File: src/hdl/ccx_pkg.sv
package ccx_pkg;

  localparam int unsigned DOUBLE_ROUNDS = 10;
  localparam int unsigned NUM_ROUNDS    = 2 * DOUBLE_ROUNDS;
  localparam int unsigned ROUND_W       = $clog2(NUM_ROUNDS);
  localparam int unsigned NUM_WORDS     = 16;
  localparam int unsigned IDX_W         = $clog2(NUM_WORDS);
  localparam int unsigned NUM_BANKS     = 2;
  localparam int unsigned KS_DEPTH      = NUM_BANKS * NUM_WORDS;
  localparam int unsigned ADDR_W        = $clog2(KS_DEPTH);
  localparam int unsigned CFG_IDX_W     = 3;
  localparam int unsigned CFG_DATA_W    = 64;

  typedef logic [31:0] word_t;
  typedef logic [NUM_WORDS-1:0][31:0] blk_t;

  localparam logic [3:0][31:0] SIGMA = {
    32'h6b206574, 32'h79622d32, 32'h3320646e, 32'h61707865
  };

  localparam logic [CFG_IDX_W-1:0] REG_KEY0    = 3'd0;
  localparam logic [CFG_IDX_W-1:0] REG_KEY1    = 3'd1;
  localparam logic [CFG_IDX_W-1:0] REG_KEY2    = 3'd2;
  localparam logic [CFG_IDX_W-1:0] REG_KEY3    = 3'd3;
  localparam logic [CFG_IDX_W-1:0] REG_NONCE0  = 3'd4;
  localparam logic [CFG_IDX_W-1:0] REG_NONCE1  = 3'd5;
  localparam logic [CFG_IDX_W-1:0] REG_INIT_CT = 3'd6;
  localparam logic [CFG_IDX_W-1:0] REG_KS_ONLY = 3'd7;

  typedef struct packed {
    logic start;
    logic abort;
  } gen_ctrl_t;

  typedef struct packed {
    logic             busy;
    logic             done;
    logic             wr_en;
    logic [IDX_W-1:0] idx;
    word_t            data;
  } gen_out_t;

  typedef struct packed {
    logic              en;
    logic [ADDR_W-1:0] addr;
    word_t             data;
  } ks_wr_t;

endpackage

File: src/hdl/ccx_ksbuf.sv
module ccx_ksbuf (
  input  logic                       clk_i,
  input  ccx_pkg::ks_wr_t            wr_i,
  input  logic                       rd_en_i,
  input  logic [ccx_pkg::ADDR_W-1:0] rd_addr_i,
  output ccx_pkg::word_t             rd_data_o
);

  ccx_pkg::word_t mem [ccx_pkg::KS_DEPTH];
  ccx_pkg::word_t rd_data_q;

  always_ff @(posedge clk_i) begin
    if (wr_i.en) begin
      mem[wr_i.addr] <= wr_i.data;
    end
  end

  always_ff @(posedge clk_i) begin
    if (rd_en_i) begin
      rd_data_q <= mem[rd_addr_i];
    end
  end

  assign rd_data_o = rd_data_q;

endmodule

File: config.mk
export PLATFORM = sky130hd
export DESIGN_NAME = ccx_ksbuf
export DESIGN_NICKNAME = d
export VERILOG_FILES = /design/src/hdl/ccx_pkg.sv /design/src/hdl/ccx_ksbuf.sv
export SDC_FILE = /design/constraint.sdc
export NUM_CORES = 1
export LEC_CHECK = 0
export BUFFER_PORTS_ARGS = -buffer_cell sky130_fd_sc_hd__clkbuf_2
export CAP_MARGIN = 0
export CELL_PAD_IN_SITES_DETAIL_PLACEMENT = 0
export CELL_PAD_IN_SITES_GLOBAL_PLACEMENT = 1
export CORE_AREA = 3 3 279 281
export CTS_CLUSTER_SIZE = 20
export DETAILED_ROUTE_END_ITERATION = 8
export DIE_AREA = 0 0 282 284
export HOLD_SLACK_MARGIN = 0.05
export PLACE_DENSITY_LB_ADDON = 0.12
export SLEW_MARGIN = 20
export SYNTH_ARGS = -nofsm -noshare
export SYNTH_HDL_FRONTEND = slang
export SYNTH_SLANG_ARGS = --single-unit
File: constraint.sdc
create_clock -name clk_i -period 4.2 [get_ports clk_i]
set_input_delay 1.26 -clock clk_i [delete_from_list [all_inputs] [get_ports clk_i]]
set_output_delay 1.26 -clock clk_i [all_outputs]
set_load 0.03 [all_outputs]
After elaboration in Yosys (flattened, before gate mapping)
Memory sizes are Yosys's and may differ from the RTL's. A register that Yosys moved wholly into a read port is not among the register bits.
Index checks and enable logic that the tools add are counted.
{ "totals": {"ram_bits": 1024, "out_inout_bits": 32, "wordCells": 3, "register_bits": 0, "memories": 1} }
{ "mem_list": {"columns": ["memory", "depth", "width", "read_ports", "rd_clocked_by_memory_dff", "write_ports", "line", "text"], "rows": [
  ["mem", 32, 32, 1, 1, 1, "ccx_ksbuf.sv:9", "ccx_pkg::word_t mem [ccx_pkg::KS_DEPTH];"]
]} }
{ "op_classes": {"muxes": 2} }
{ "op_table": {"columns": ["op", "n"], "rows": [
  ["1-bit 2-to-1 mux", 2]
]} }

Logic depth before layout (Yosys ltp)
{ "logic_depth": {"depth_word": 2, "depth_mapped": 8, "ltp_nobuf": 5} }

Worst setup path after synthesis
Ideal clock, no wire load.
{ "synth_path": {"path_kind": "input -> register", "startpoint": "input wr_i[33] in the netlist's numbering", "endpoint": "memory mem[12][0] in the netlist's numbering, enable pin", "arrival_ns": 3.273, "cell_stages": 3, "slack_ns": 0.506, "cell_sequence": "or3b_2 clkbuf_1 nor2_1"} }
{ "synth_rtl": {"columns": ["item", "line", "text"], "rows": [
  ["start, declared", "ccx_ksbuf.sv:3", "input ccx_pkg::ks_wr_t wr_i,"],
  ["end, declared", "ccx_ksbuf.sv:9", null]
]} }
No word-level cell before the write port.

==> summary.md <==
| Metric | Value |
|---|---|
| CP Launch Type | input pin |
| Cells after Synth | 2260 |
| Layout cell share with drive strength beyond 1 | 14.2% |
| Max Clk Rate | 335 MHz |
| Postcts setup bufs | 0 |
| First-pass DRT Iterations | 5 |
| CP max FO | 40 |
| Post-DP HPWL | 58000 um |
| Hold Path Class | reg2reg |
| Peak VDD IR | 0.000356 V |
| Critical path arrival | 3.35 ns |
| Worst flop-to-flop path startpoint | mem[1][10] |
| Crit. Startpoint | rd_addr_i[2] |
| GRT Util Overall | 26.5% |
| Routability Congestion | 0.774 |
| Critical path cell sequence | clkbuf_2 -> nor2b_4 -> buf_4 -> a22oi_1 -> a31oi_1 -> nand3_1 |
| RSZ-0062 raised after global routing | no |
| Post-CTS Hold Fix Bufs | 0 |
| Max_cap viols | 0 |
| Slowest stage delay, CP | 0.63 ns |
| Critical path class | in2reg |
| Crit path max-delay family | buffers and inverters |
| Register area share after synthesis | 77.7% |
| Vias in the first global route | 21700 |
| Die Width | 282 um |
| TNS Setup | 0 ns |
| Final Skew | 0.0192 ns |
| Final net count | 2460 |
| Vias per inst | 6.13 |
| Synth Register Bits | 1056 |
| Core Region | 75700 um2 |
| CTS tree | done |
| Clock buffer count from CTS | 107 |
| Final ANT Viol Nets | 0 |
| 1st-iter DRT viols | 2280 |
| Placed cells | 3284 |
| Synthesized Nets | 2305 |
| Status | finished, final reports clean |
| Largest net degree at the start of global routing | 66 |
| Area of the mapped netlist | 40800 um2 |
| Vias post-DR | 21400 |
| Die Height | 284 um |
| Routed len/inst | 30.1 um |
| First-pass GRT wire length | 152000 um |
| Reg-to-reg endpoint | rd_data_o[10] |
| I/O pin total | 77 |
| DRC errors left | 0 |
| Max clock buf depth | 3 |
| Port buffer count | 76 |
| Max stage delay cell, worst path | buf_4 |
| Worst-Skew Late Latency | 0.66 ns |
| WL final | 105000 um |
| Slew margin rel. | 39.5% |
| Final-report max-slew violation count | 0 |
| Worst Setup EP | rd_data_o[5] |
| R2R setup slack | 2.52 ns |
| Die Area | 80100 um2 |
| Initial Util | 53.9% |
| Post-CTS sizing | 0 |
| CTS H-tree depth | 3 |
| Row Count | 101 |
| Min Hold Slack | 0.681 ns |
| Grt total ovfl | 0 |
| Clock-pin slew on the worst setup and hold paths | 0.06 ns |
| Syn Area/Cell | 18.1 um2 |
| Fin crit share | 71.1% |
| Number of setup violations in the final report | 0 |
| CTS root buffer | clkbuf_16 |
| Worst-margin pin slew | 0.907 ns |
| Lkg Pwr | 0.0162 uW |
| Yosys cell types | 24 |
| Area added between synthesis and finish | 13.7% |
| Final Hold Fails | 0 |
| Pwr Density | 475 nW/um2 |
| CTS sink cnt | 1056 |
| Worst setup EP type | register |
| WP buf/inv | 2 |
| R2r worst-path depth | 6 |
| Initial antenna violation count | 7 |
| Finished Layout Cells | 3487 |
| Minimum clock period | 2.99 ns |
| WP depth | 6 |
| YS warnings | 0 |
| WP data required | 4.56 ns |
[how the worst min path moves through the flow]
stage	from	end	slack (ns)	depth (start not counted)
after floorplan	mem[16][10]	rd_data_o[10]	0.63	4
after global placement	mem[26][22]	rd_data_o[22]	0.68	4
after detailed placement	mem[10][19]	rd_data_o[19]	0.66	4
after CTS	mem[10][19]	rd_data_o[19]	0.68	4
after global routing	mem[10][19]	rd_data_o[19]	0.71	4
final	mem[26][15]	rd_data_o[15]	0.68	4
[layer usage]
layer / vias up / track usage (%) / part of all wire (%)
met3: 196 / 4.49 / 6.8
met1: 11000 / 37.4 / 42
met4: 2 / 9.11 / 3.4
met5: - / 0 / 0.010
li1: 9336 / - / -
met2: 796 / 42.3 / 48
[registers in the layout, indices dropped and copies added (netlist names)]
register / count
rd_data_o: 32
mem: 1024
[worst reg2reg max path: stages (launching register included)]
cell      delay (ns)
edfxtp_1        0.35
mux2i_1         0.14
a22o_1          0.17
nor3_1          0.09
a31oi_1         0.28
buf_4           0.20
nand3_1         0.15
[area by class of cell]
type                            count  area, um2
Antenna cell                        6       15.0
Clock buffer                      142       2890
Clock inverter                     55        432
Fill cell                        5412      29300
Multi-Input combinational cell   1077       8610
Sequential cell                  1056      31700
Tap cell                          978       1220
Timing Repair Buffer              173       1530
[logic make-up after synthesis]
kind of cell    Yosys count  share of synthesized area (%)
flops                  1056                           77.7
mux                     512                           12.6
compound gates          288                           4.81
buf+inv                 127                           1.85
simple gates            277                           3.08
[placed cells by master, fill, tap and decap left out, drive strengths merged]
| cell type | n |
|---|---|
| or2 | 1 |
| edfxtp | 1056 |
| clkinv | 44 |
| nand2 | 98 |
| nor2 | 34 |
| diode | 6 |
| nand3b | 5 |
| a21oi | 96 |
| a22o | 64 |
| or3b | 3 |
| nor2b | 1 |
| a31oi | 32 |
| or3 | 1 |
| mux2i | 512 |
| nand3 | 98 |
| clkinvlp | 3 |
| and2 | 1 |
| buf | 99 |
| bufinv | 7 |
| nand2b | 2 |
| nor3 | 32 |
| inv | 1 |
| a22oi | 96 |
| clkbuf | 216 |
| and2b | 1 |
[synthesized netlist by cell type]
cell | count | area [um2]
a21oi_1 | 96 | 480
a22o_1 | 64 | 561
a22oi_1 | 96 | 721
a31oi_1 | 32 | 200
and2_1 | 1 | 6.26
and2b_1 | 1 | 7.51
buf_1 | 5 | 18.8
buf_2 | 26 | 130
buf_4 | 33 | 248
buf_6 | 15 | 169
clkbuf_1 | 46 | 173
clkbuf_4 | 2 | 15.0
edfxtp_1 | 1056 | 31700
mux2i_1 | 512 | 5120
nand2_1 | 98 | 368
nand2b_1 | 2 | 12.5
nand3_1 | 98 | 490
nand3b_1 | 5 | 37.5
nor2_1 | 34 | 128
nor2b_1 | 1 | 6.26
nor3_1 | 32 | 160
or2_2 | 1 | 6.26
or3_1 | 1 | 6.26
or3b_2 | 3 | 26.3
[per-stage QoR]
stage                     util [%]  setup slack [ns]  cell area (um2)  total power [uW]
final                         61.3              1.21            46400             22100
after global routing          61.3              1.20            46400             22700
after floorplan                  -             0.506            40800             12700
after detailed placement      56.9             0.623            43100             13200
after CTS                     61.3              1.31            46400             22200
after global placement        56.9             0.709            43100             13200
[report_power, final]
part           internal [uW]  switching, uW  total, uW
Combinational            364            797       1160
Sequential             11800           59.8      11800
Clock                   5240           3830       9070
Total                  17400           4680      22100
No activity file was read; power rests on OpenSTA's default activity.
